==> src/sv/ffa_pkg.sv <==
// Shared types, codes and control/status bundles of the feature frame accumulator.
package ffa_pkg;

  localparam int SUM_W = 48;

  typedef enum logic [1:0] {
    CMD_ELEM    = 2'd0,
    CMD_CLEAR   = 2'd1,
    CMD_RD_SUM  = 2'd2,
    CMD_RD_MEAN = 2'd3
  } cmd_t;

  typedef enum logic [1:0] {
    MODE_CONCAT = 2'd0,
    MODE_SUM    = 2'd1,
    MODE_MEAN   = 2'd2,
    MODE_SMA    = 2'd3
  } mode_t;

  localparam logic [1:0] REG_MODE      = 2'd0;
  localparam logic [1:0] REG_ROW_COUNT = 2'd1;
  localparam logic [1:0] REG_FEAT_LEN  = 2'd2;
  localparam logic [1:0] REG_SPEW      = 2'd3;

  typedef enum logic [1:0] {
    SRC_ZERO  = 2'd0,
    SRC_ACC   = 2'd1,
    SRC_DIV   = 2'd2,
    SRC_STORE = 2'd3
  } src_t;

  typedef enum logic [3:0] {
    S_CLEAR,
    S_IDLE,
    S_DECODE,
    S_RSUPD,
    S_SWR,
    S_CRD,
    S_CEMIT,
    S_ARD,
    S_AACC,
    S_DSTART,
    S_DIV,
    S_EMIT
  } state_t;

  typedef struct packed {
    logic latch;
    logic sweep_step;
    logic clr_item;
    logic store_wr;
    logic store_rd;
    logic rsum_rd;
    logic rsum_wr;
    logic acc_clr;
    logic acc_ld;
    logic acc_add;
    logic r_clr;
    logic r_inc;
    logic div_start;
    logic emit;
    src_t src;
    logic fin;
  } ctrl_t;

  typedef struct packed {
    cmd_t  cmd;
    mode_t mode;
    logic  spew;
    logic  idx_err;
    logic  concat_emit;
    logic  r_last;
    logic  div_done;
    logic  emit_ok;
    logic  sweep_last;
    logic  cfg_clr;
  } stat_t;

endpackage

==> src/sv/ffa_ctrl.sv <==
// Controller state machine sequencing each transaction through the datapath.
module ffa_ctrl (
  input  logic            clk,
  input  logic            rst_n,
  input  logic            in_valid,
  output logic            in_ready,
  input  ffa_pkg::stat_t  st,
  output ffa_pkg::ctrl_t  ctl
);
  import ffa_pkg::*;

  state_t state_r, state_nxt;

  always_ff @(posedge clk) begin
    if (!rst_n) state_r <= S_CLEAR;
    else state_r <= state_nxt;
  end

  always_comb begin
    ctl       = '0;
    ctl.src   = SRC_ZERO;
    in_ready  = 1'b0;
    state_nxt = state_r;
    case (state_r)
      S_CLEAR: begin
        ctl.sweep_step = 1'b1;
        if (st.sweep_last && !st.cfg_clr) state_nxt = S_IDLE;
      end
      S_IDLE: begin
        in_ready = !st.cfg_clr;
        if (st.cfg_clr) begin
          state_nxt = S_CLEAR;
        end else if (in_valid) begin
          ctl.latch = 1'b1;
          state_nxt = S_DECODE;
        end
      end
      S_DECODE: begin
        if (st.cmd == CMD_CLEAR) begin
          ctl.clr_item = 1'b1;
          state_nxt    = S_CLEAR;
        end else if (st.idx_err) begin
          state_nxt = S_EMIT;
        end else if (st.cmd != CMD_ELEM ||
                     st.mode == MODE_SUM || st.mode == MODE_MEAN) begin
          ctl.rsum_rd = 1'b1;
          state_nxt   = S_RSUPD;
        end else begin
          state_nxt = S_SWR;
        end
      end
      S_RSUPD: begin
        ctl.acc_ld  = 1'b1;
        ctl.rsum_wr = st.cmd == CMD_ELEM;
        if (st.cmd == CMD_RD_SUM) state_nxt = S_EMIT;
        else if (st.cmd == CMD_RD_MEAN) state_nxt = S_DSTART;
        else if (!st.spew) begin
          ctl.fin   = 1'b1;
          state_nxt = S_IDLE;
        end else if (st.mode == MODE_SUM) state_nxt = S_EMIT;
        else state_nxt = S_DSTART;
      end
      S_SWR: begin
        ctl.store_wr = 1'b1;
        ctl.acc_clr  = 1'b1;
        ctl.r_clr    = 1'b1;
        if (st.mode == MODE_SMA) state_nxt = S_ARD;
        else if (st.concat_emit) state_nxt = S_CRD;
        else begin
          ctl.fin   = 1'b1;
          state_nxt = S_IDLE;
        end
      end
      S_CRD: begin
        ctl.store_rd = 1'b1;
        state_nxt    = S_CEMIT;
      end
      S_CEMIT: begin
        ctl.emit = 1'b1;
        ctl.src  = SRC_STORE;
        if (st.emit_ok) begin
          if (st.r_last) begin
            ctl.fin   = 1'b1;
            state_nxt = S_IDLE;
          end else begin
            ctl.r_inc = 1'b1;
            state_nxt = S_CRD;
          end
        end
      end
      S_ARD: begin
        ctl.store_rd = 1'b1;
        state_nxt    = S_AACC;
      end
      S_AACC: begin
        ctl.acc_add = 1'b1;
        if (st.r_last) state_nxt = S_DSTART;
        else begin
          ctl.r_inc = 1'b1;
          state_nxt = S_ARD;
        end
      end
      S_DSTART: begin
        ctl.div_start = 1'b1;
        state_nxt     = S_DIV;
      end
      S_DIV: begin
        if (st.div_done) state_nxt = S_EMIT;
      end
      S_EMIT: begin
        ctl.emit = 1'b1;
        if (st.idx_err) ctl.src = SRC_ZERO;
        else if (st.cmd == CMD_RD_MEAN ||
                 (st.cmd == CMD_ELEM && st.mode != MODE_SUM)) ctl.src = SRC_DIV;
        else ctl.src = SRC_ACC;
        if (st.emit_ok) begin
          ctl.fin   = (st.cmd == CMD_ELEM) && !st.idx_err;
          state_nxt = S_IDLE;
        end
      end
      default: state_nxt = S_IDLE;
    endcase
  end

endmodule

==> config.mk <==
export PLATFORM = sky130hd
export DESIGN_NAME = ffa_ctrl
export DESIGN_NICKNAME = d
export VERILOG_FILES = /design/src/sv/ffa_pkg.sv /design/src/sv/ffa_ctrl.sv
export SDC_FILE = /design/constraint.sdc
export NUM_CORES = 1
export LEC_CHECK = 0
export BUFFER_PORTS_ARGS = -buffer_cell sky130_fd_sc_hd__buf_2
export CORE_MARGIN = 2
export CORE_UTILIZATION = 47
export CTS_CLUSTER_SIZE = 14
export DETAILED_ROUTE_END_ITERATION = 12
export PLACE_DENSITY = 0.94
export SLEW_MARGIN = 20
export SYNTH_ARGS = -nofsm -noshare
export SYNTH_HDL_FRONTEND = slang
export SYNTH_SLANG_ARGS = --single-unit
==> constraint.sdc <==
create_clock -name clk -period 2.8 [get_ports clk]
set_input_delay 0.14 -clock clk [delete_from_list [all_inputs] [get_ports clk]]
set_output_delay 0.14 -clock clk [all_outputs]
set_load 0.005 [all_outputs]
Word level (Yosys, flattened, before mapping)
Cells that the tools add are included.
{ "op_classes": {"n_eq_ne": 23, "n_mux": 50, "reduce_logical": 13} }
{ "op_table": {"columns": ["operator", "count"], "rows": [
  ["$mux W4", 13],
  ["$pmux W4 S12", 1],
  ["$mux W1", 27],
  ["$eq A4 B3 Y1 const B", 4],
  ["$eq A4 B4 Y1 const B", 4],
  ["$mux W3", 3],
  ["$eq A2 B2 Y1 const B", 4],
  ["$eq A4 B2 Y1 const B", 2],
  ["$ne A2 B2 Y1 const B", 4],
  ["$mux W2", 3],
  ["$pmux W3 S2", 1],
  ["$reduce_and A5 Y1", 1],
  ["$eq A2 B1 Y1 const B", 2],
  ["$eq A4 B1 Y1 const B", 1],
  ["$logic_not A4 Y1", 1],
  ["$pmux W1 S4", 1],
  ["$logic_and A1 B1 Y1", 3],
  ["$logic_or A1 B1 Y1", 3],
  ["$ne A3 B3 Y1 const B", 1],
  ["$logic_not A1 Y1", 2],
  ["$logic_not A2 Y1", 1],
  ["$ne A2 B1 Y1 const B", 1],
  ["$pmux W1 S2", 1],
  ["$reduce_bool A2 Y1", 1],
  ["$reduce_or A2 Y1", 1]
]} }
{ "word_totals": {"regBits": 4, "inputBits": 15, "output_inout_bits": 18, "wordCells": 87} }

Depth between registers and ports, before layout
Gate-level depths: netlist of the first run.
{ "logic_depth": {"depth_word": 7, "ltp_mapped": 7} }

Least setup slack after synthesis of the first run
Ideal clock, no wire load.
{ "synth_timing": {"kind": "reg2reg", "startpoint": "register state_r[2]", "endpoint": "register state_r[1]", "arrival_ns": 1.499, "required_ns": 2.683, "slack_ns": 1.183, "stages_incl_launch_ff": 7, "path_buffers": 1, "synth_period_minus_slack_ns": 1.617, "path_cell_list": "dfxtp_1 buf_6 or4_4 o32ai_2 a311o_2 a211oi_2 a32o_2"} }
{ "synth_between": {"elab_chain_len": 3, "word_cells_on_any_way": 19, "classes_between": "eq/ne (16); mux (1); reduce/logical (2)"} }
{ "synth_lines": {"columns": ["element", "line_no", "source"], "rows": [
  ["start: declaration", "ffa_ctrl.sv:12", "state_t state_r, state_nxt;"],
  ["start signal: assignment", "ffa_ctrl.sv:16", "else state_r <= state_nxt;"],
  ["$eq A4 B1 Y1, or another cell as far along", "ffa_ctrl.sv:24", "case (state_r)"],
  ["$ne A3 B3 Y1 (no line) or $ne A2 B2 Y1 (tied branches)", null, null],
  ["$reduce_and A5 Y1 (no line)", null, null]
]} }
Several ways; a longest one is shown, not always the timed one.
A chain may end at the register's enable or synchronous reset.

==> results of run 1 <==
-- per-stage QoR --
step,power [mW],hold WS (ns),setup WS [ns]
finish,0.213,0.194,0.598
global route,0.232,0.177,0.429
CTS,0.216,0.183,0.603
detailed placement,0.143,0.427,0.853
global placement,0.140,0.423,0.930
floorplan,0.116,0.268,1.18
-- layer usage --
| metal | global-route usage | share of wire | wire (um) | vias up |
|---|---|---|---|---|
| li1 | - | - | - | 400 |
| met1 | 0.314 | 0.41 | 745 | 387 |
| met2 | 0.438 | 0.49 | 891 | 47 |
| met3 | 0.0380 | 0.087 | 157 | 2 |
| met4 | 0.0667 | 0.0061 | 11 | 0 |
| met5 | 0 | 0 | 0 | - |
-- cell type report --
class	instances	area (um2)	share of cell area
repair buffers	32	160	0.204
flip-flops and latches	4	80.1	0.102
well taps	15	18.8	0.0239
multi-input cells	75	485	0.618
inverters	5	18.8	0.0239
clock buffers	3	22.5	0.0287
-- path summary, 6_finish.rpt --
path | startpoint | endpoint | slack [ns] | depth (start not counted)
setup / recovery | state_r[3] | ctl[0] | 0.60 | 5
hold / removal | rst_n | state_r[2] | 0.19 | 2
setup reg to reg | state_r[2] | state_r[1] | 0.90 | 5
hold reg to reg | state_r[0] | state_r[0] | 0.67 | 2
-- placed cells by master (no fill, tap or decap), types with 2 or more instances in the layout --
cell / netlist / final
nand2b_1: 7 / 7
nor4_1: 3 / 3
and2_1: 3 / 3
buf_2: 2 / 32
a32o_2: 2 / 2
o21ai_0: 3 / 3
clkbuf_4: 0 / 3
nor3_1: 7 / 7
inv_1: 5 / 5
dfxtp_1: 4 / 4
nor2_1: 6 / 6
nand3_1: 2 / 2
nand2_1: 9 / 9
o31ai_1: 2 / 2
a21oi_1: 5 / 5
nor4b_1: 2 / 2
a221o_1: 2 / 2
nor2b_1: 2 / 2
o21bai_1: 2 / 2
-- synthesized netlist by cell type (2+ instances only) --
library cell / number / area [um2]
nand2_1: 9 / 33.8
nand2b_1: 7 / 43.8
nor3_1: 7 / 35.0
nor2_1: 6 / 22.5
a21oi_1: 5 / 25.0
inv_1: 5 / 18.8
dfxtp_1: 4 / 80.1
and2_1: 3 / 18.8
buf_4: 3 / 22.5
nor4_1: 3 / 18.8
o21ai_0: 3 / 15.0
a221o_1: 2 / 20.0
a32o_2: 2 / 22.5
buf_2: 2 / 10.0
buf_6: 2 / 22.5
nand3_1: 2 / 10.0
nor2b_1: 2 / 12.5
nor4b_1: 2 / 17.5
o21bai_1: 2 / 15.0
o31ai_1: 2 / 15.0
-- power breakdown --
part	internal, mW	switching [mW]
Combinational	0.0352	0.0369
Clock	0.0478	0.0221
Sequential	0.0601	0.0104
Total	0.143	0.0693
-- worst register-to-register path: stages, from the launching register on --
cell and delay (ns):
dfxtp_1 0.50, nand2b_1 0.37, mux2i_1 0.16, a311o_2 0.46
a211oi_2 0.20, a32o_2 0.16
-- cells by family after synthesis --
| kind of cell | after synthesis | synth area share |
|---|---|---|
| XOR/XNOR | 1 | 0.0136 |
| AND/OR/NAND/NOR | 47 | 0.403 |
| multiplexers | 1 | 0.0156 |
| buffers and inverters | 13 | 0.121 |
| flip-flops | 4 | 0.125 |
| AO/OA/AOI/OAI | 26 | 0.323 |
==> flow_summary.json, run 1 <==
{
  "gp_congestion": 0.971,
  "crit_type": "flip-flop to output pin",
  "drive_gt1_frac": 0.345,
  "final.fill_count": 131,
  "dp_cells": 131,
  "cpLargestDelayFamily": "simple AND/OR/NAND/NOR gates",
  "numClockSinks": 4,
  "dp.final_hpwl_mm": 1.44,
  "die_height_um": 41.0,
  "diodes": 0,
  "top_register": "state_r",
  "syn_area_per_cell_um2": 6.99,
  "fin_tns_setup_ns": 0,
  "syn_to_final_growth_pct": 22.2,
  "post_cts_resized": 0,
  "die_area_mm2": 0.00168,
  "cp-start-kind": "flip-flop",
  "required_ns": 2.66,
  "cts_tree": "done",
  "ys_seq_elements": 4,
  "finalCritPeriodShare": 0.786,
  "final_cell_area_um2": 786,
  "drtIter0Drc": 31,
  "cp_max_fo": 11,
  "seq_area_frac_synth": 0.125,
  "fmax_ghz": 0.454,
  "grt_pass1_wl_mm": 2.86,
  "period_needed_ns": 2.20,
  "cts_hold_buf": 0,
  "status": "completed",
  "critPathSlowestCell": "dfxtp_1",
  "maxCapViolCount": 0,
  "dpl_cell_area_um2": 763,
  "clkTransAtPathRegs_ns": 0.04,
  "power_density_mw_per_mm2": 270,
  "relSlewSlack": 0.685,
  "gr-total-overflow": 0,
  "die_w_um": 41.0,
  "rows": 13,
  "p_leak_nw": 0.388,
  "ir_worst_vdd_v": 0.000174,
  "synth_cells": 92,
  "core_area_mm2": 0.00128,
  "endpoint_kind": "output pin",
  "grt_pass1_vias": 717,
  "port_buffers": 32,
  "antenna_left": 0,
  "postCtsSetupBuffers": 0,
  "ys.flop_type": "dfxtp_1",
  "largest_reg_flops": 4,
  "ctsRootBufferMaster": "clkbuf_4",
  "wl_per_cell_um": 13.5,
  "skew_ns": 0.000152,
  "hold_class": "primary input to flip-flop",
  "yosys_warnings": 0,
  "start_util": 0.500,
  "utilization": 0.611,
  "detail_route.vias_per_cell": 6.24,
  "vias": 836,
  "routed_wl_mm": 1.81,
  "worstMarginPinSlew_ns": 0.473,
  "antenna_found_initial": 0,
  "drc": 0,
  "drv_slew": 0,
  "top_regs": "state_r x4",
  "synthArstFlopShare": 0,
  "htree_levels": 1,
  "synthesis.nets": 107,
  "pin_count": 33,
  "synth-edff-count": 0,
  "finalNonFillerCells": 134,
  "rsz0062_at_grt": "false",
  "numCtsBuffers": 3,
  "crit_buf_inv": 1,
  "grt.total_usage": 0.251,
  "hold_viol": 0,
  "clk_latency_ns": 0.23,
  "grt_max_degree": 17,
  "clock_tree.buffer_depth": 2,
  "final-setup-viol-count": 0,
  "first_pass_iters": 4,
  "final_nets": 136,
  "crit_path_cell_trace": "nand2b_1 -> or3_1 -> o31ai_1 -> a221o_1 -> buf_2",
  "syn_area_um2": 643,
  "slowest_delay_ns": 0.55,
  "crit_arrival_ns": 2.06,
  "ys_types": 39
}
Note: power is estimated with default switching activity, not from simulation.
==> run 2: changes to the inputs <==
CORE_UTILIZATION = 40   (was 47)
PLACE_DENSITY = 0.87   (was 0.94)
clock period = 1.8 ns   (was 2.8 ns; I/O delays follow)
==> run 2 against run 1 <==
Net effect:
- clock skew barely moved
- sequential cell count did not move
- non-clock buffer count rose by 4
- combinational power rose by 82%
- critical path depth did not move
- worst hold slack got worse by 0.059 ns
- global-route usage fell by 4.8 points
- clock-buffer cell count did not move
- register-to-register slack got worse by 0.81 ns
- core utilization fell by 4.6 points
- critical endpoint unchanged
- largest cell class unchanged
- largest power group unchanged
==> flow_summary.json, run 2 (synthesized netlist as in run 1, its figures left out) <==
{
  "maxCapViolCount": 0,
  "power_density_mw_per_mm2": 403,
  "finalWorstSetupSlack_ns": 0.0788,
  "status": "completed",
  "die_area_mm2": 0.00194,
  "hold_ws_ns": 0.135,
  "drtIter0Drc": 19,
  "antenna_left": 0,
  "die_height_um": 44.1,
  "ir_worst_vdd_v": 0.000306,
  "detail_route.vias_per_cell": 5.94,
  "clk_latency_ns": 0.23,
  "fin_tns_setup_ns": 0,
  "clkTransAtPathRegs_ns": 0.03,
  "period_needed_ns": 1.72,
  "htree_levels": 1,
  "dp.final_hpwl_mm": 1.56,
  "die_w_um": 44.1,
  "drc": 0,
  "gr-total-overflow": 0,
  "finalNonFillerCells": 139,
  "ctsRootBufferMaster": "clkbuf_4",
  "drive_gt1_frac": 0.431,
  "p_leak_nw": 0.419,
  "final_nets": 140,
  "grt_max_degree": 15,
  "rows": 14,
  "relSlewSlack": 0.654,
  "pin_count": 33,
  "drv_slew": 0,
  "fmax_ghz": 0.581,
  "vias": 826,
  "utilization": 0.566,
  "final-setup-viol-count": 0,
  "grt_pass1_wl_mm": 3.07,
  "hold_class": "primary input to flip-flop",
  "wl_per_cell_um": 13.9,
  "top_regs": "state_r x4",
  "cp-start-kind": "flip-flop",
  "numClockSinks": 4,
  "top_register": "state_r",
  "postCtsSetupBuffers": 0,
  "finalCritPeriodShare": 0.956,
  "grt.total_usage": 0.203,
  "dp_slack_ns": 0.0528,
  "final_cell_area_um2": 852,
  "clock_tree.buffer_depth": 2,
  "diodes": 0,
  "hold_viol": 0,
  "final_cell_mix": "buf_2, nand2_1, nand2b_1, nor2_1, nor3_1",
  "gp_congestion": 0.915,
  "cts_tree": "done",
  "grt_pass1_vias": 727,
  "final.fill_count": 145,
  "syn_to_final_growth_pct": 32.5,
  "routed_wl_mm": 1.94,
  "antenna_found_initial": 0,
  "start_util": 0.427,
  "crit_type": "flip-flop to output pin",
  "final_common_cell": "buf_2",
  "dpl_cell_area_um2": 795,
  "crit_arrival_ns": 1.63,
  "first_pass_iters": 4,
  "numCtsBuffers": 3,
  "port_buffers": 32,
  "required_ns": 1.71,
  "core_area_mm2": 0.00151,
  "dp_cells": 136,
  "skew_ns": 0.000237,
  "cp_max_fo": 10,
  "worstMarginPinSlew_ns": 0.515,
  "largest_reg_flops": 4,
  "endpoint_kind": "output pin",
  "fin_total_pwr_mw": 0.344
}
==> run 2: changes by cell type in the layout (fill, tap and decap cells not counted), sizes merged <==
cell	before	now
buf	32	36
==> run 2: metal layers <==
layer	routed length (um)	vias up	part of all wire	GRT usage
met2	931	42	0.48	0.359
met1	791	367	0.41	0.251
met3	159	8	0.082	0.0204
li1	-	409	-	-
met4	55	0	0.028	0.0788
met5	0	-	0	0
==> run 2: final timing paths <==
path,start,to,slack (ns),depth (start not counted)
setup / recovery,state_r[2],ctl[0],0.08,5
hold / removal,rst_n,state_r[2],0.13,2
hold reg to reg,state_r[0],state_r[0],0.54,2
setup reg to reg,state_r[2],state_r[3],0.09,5
==> run 2: final cells by class <==
class,count,area [um2],share of cell area
timing repair buffer,36,190,0.223
tap,16,20.0,0.0235
multi-input combinational,75,508,0.596
inverter,5,18.8,0.0220
sequential,4,92.6,0.109
clock buffer,3,22.5,0.0264
==> run 2: timing repair <==
item | 4_1_cts | 5_1_grt
hold buffers | 0 | 0
pin swaps | 0 | 1
gates resized for setup | 5 | 7
setup endpoints to repair | 3 | 2
cloned | 0 | 0
==> run 2: where the power goes <==
part | internal, mW | switching (mW)
logic | 0.0641 | 0.0673
registers | 0.0925 | 0.0148
clock network | 0.0742 | 0.0307
==> run 2: worst max-delay path, cell delays in order (launching register included) <==
cell and delay [ns]:
dfxtp_2 0.36, nand2b_4 0.18, or3_4 0.39, o31ai_2 0.21, a221o_1 0.16, buf_2 0.10
==> run 3: changes to the inputs <==
MAX_ROUTING_LAYER = met4   (was default)
==> run 3 against run 2 <==
Net effect:
- worst hold slack about the same
- sequential share of layout area stayed put
- clock power barely moved
- critical path type unchanged
- highest routed layer unchanged
==> flow_summary.json, run 3 (synthesized netlist as in run 1, its figures left out) <==
{
  "worstHoldStart": "rst_n",
  "required_ns": 1.71,
  "diodes": 0,
  "ir_worst_vdd_v": 0.000305,
  "antenna_left": 0,
  "cts_tree": "done",
  "cts_hold_buf": 0,
  "cp_max_fo": 10,
  "cp-start-kind": "flip-flop",
  "port_buffers": 32,
  "die_w_um": 44.1,
  "largest_reg_flops": 4,
  "core_area_mm2": 0.00151,
  "endpoint_kind": "output pin",
  "grt_pass1_wl_mm": 3.07,
  "hold_class": "primary input to flip-flop",
  "grt.total_usage": 0.209,
  "finalNonFillerCells": 139,
  "hold_ws_ns": 0.135,
  "maxCapViolCount": 0,
  "skew_ns": 0.000350,
  "numClockSinks": 4,
  "relSlewSlack": 0.655,
  "top_register": "state_r",
  "drive_gt1_frac": 0.431,
  "die_height_um": 44.1,
  "p_leak_nw": 0.419,
  "final_common_cell": "buf_2",
  "routed_wl_mm": 1.95,
  "crit-reg2reg-launch": "state_r[2]",
  "worstMarginPinSlew_ns": 0.512,
  "drc": 0,
  "clock_tree.buffer_depth": 2,
  "dp_slack_ns": 0.0528,
  "r2r-end": "state_r[3]",
  "dp_cells": 136,
  "final.fill_count": 145,
  "finalCritPeriodShare": 0.958,
  "clk_latency_ns": 0.23,
  "htree_levels": 1,
  "gp_congestion": 0.931,
  "drtIter0Drc": 21,
  "top_regs": "state_r x4",
  "syn_to_final_growth_pct": 32.5,
  "fmax_ghz": 0.580,
  "final_cell_mix": "buf_2, nand2_1, nand2b_1, nor2_1, nor3_1",
  "clkTransAtPathRegs_ns": 0.03,
  "grt_max_degree": 15,
  "antenna_found_initial": 0,
  "final-setup-viol-count": 0,
  "multiInputGateArea_um2": 508,
  "gr-total-overflow": 0,
  "ctsRootBufferMaster": "clkbuf_4",
  "grt_pass1_vias": 726,
  "first_pass_iters": 4,
  "final_nets": 140,
  "numCtsBuffers": 3,
  "drv_slew": 0,
  "power_density_mw_per_mm2": 403,
  "dp.final_hpwl_mm": 1.56,
  "min_to": "state_r[2]",
  "start_util": 0.427,
  "reg2reg_depth": 5,
  "min_path_cells": 2,
  "detail_route.vias_per_cell": 5.96,
  "utilization": 0.566,
  "worst-r2r-setup-slack_ns": 0.09,
  "pin_count": 33,
  "period_needed_ns": 1.73,
  "crit_type": "flip-flop to output pin",
  "crit_arrival_ns": 1.64,
  "hold_viol": 0,
  "finalWorstSetupSlack_ns": 0.0749,
  "die_area_mm2": 0.00194,
  "vias": 828,
  "status": "completed",
  "seqCellArea_um2": 92.6,
  "rows": 14,
  "wl_per_cell_um": 14.1
}
run 3: cell counts in the layout (fill, tap and decap cells not counted):
No cell type changed its count.
run 3: per-stage QoR:
| step | power [mW] | instance area [um2] | TNS [ns] |
|---|---|---|---|
| 6_report | 0.343 | 852 | 0 |
| 5_1_grt | 0.365 | 852 | -0.000131 |
| 2_1_floorplan | 0.181 | 643 | 0 |
| 3_3_place_gp | 0.233 | 795 | 0 |
| 3_5_place_dp | 0.237 | 795 | 0 |
| 4_1_cts | 0.348 | 828 | 0 |
run 3: layout make-up:
| cell class | count | share of cell area |
|---|---|---|
| Tap cell | 16 | 0.0235 |
| Multi-Input combinational cell | 75 | 0.596 |
| Sequential cell | 4 | 0.109 |
| Inverter | 5 | 0.0220 |
| Clock buffer | 3 | 0.0264 |
| Timing Repair Buffer | 36 | 0.223 |
run 3: worst max-delay path by stage:
stage | startpoint | endpoint
after CTS | state_r[2] | ctl[0]
after detailed placement | state_r[1] | state_r[1]
final | state_r[2] | ctl[0]
after global routing | state_r[2] | ctl[0]
after global placement | state_r[1] | state_r[1]
after floorplan | state_r[2] | state_r[1]
run 3: repair_timing:
item                                    4_1_cts  5_1_grt
hold endpoints to repair                      0        0
endpoints found under the setup margin        3        2
pin swaps                                     0        1
gates resized for setup                       5        7
gates cloned                                  0        0
setup buffers                                 0        0
run 3: per-layer routing:
layer	vias up	GRT usage	routed length [um]	part of all wire
li1	409	-	-	-
met1	376	0.251	823	0.42
met2	37	0.359	941	0.48
met3	6	0.0204	138	0.071
met4	0	0.0788	51	0.026
met5	-	-	0	0
run 3: report_power, final:
part	total, mW	leakage (nW)	switching [mW]	internal (mW)
Clock	0.105	0.0138	0.0306	0.0742
Sequential	0.107	0.0352	0.0149	0.0925
Combinational	0.131	0.370	0.0671	0.0641
Total	0.343	0.419	0.113	0.231
run 3: worst max-delay path: stages, from the launching register on:
cell and delay (ns):
dfxtp_2 0.36, nand2b_4 0.18, or3_4 0.39, o31ai_2 0.21, a221o_1 0.16, buf_2 0.10
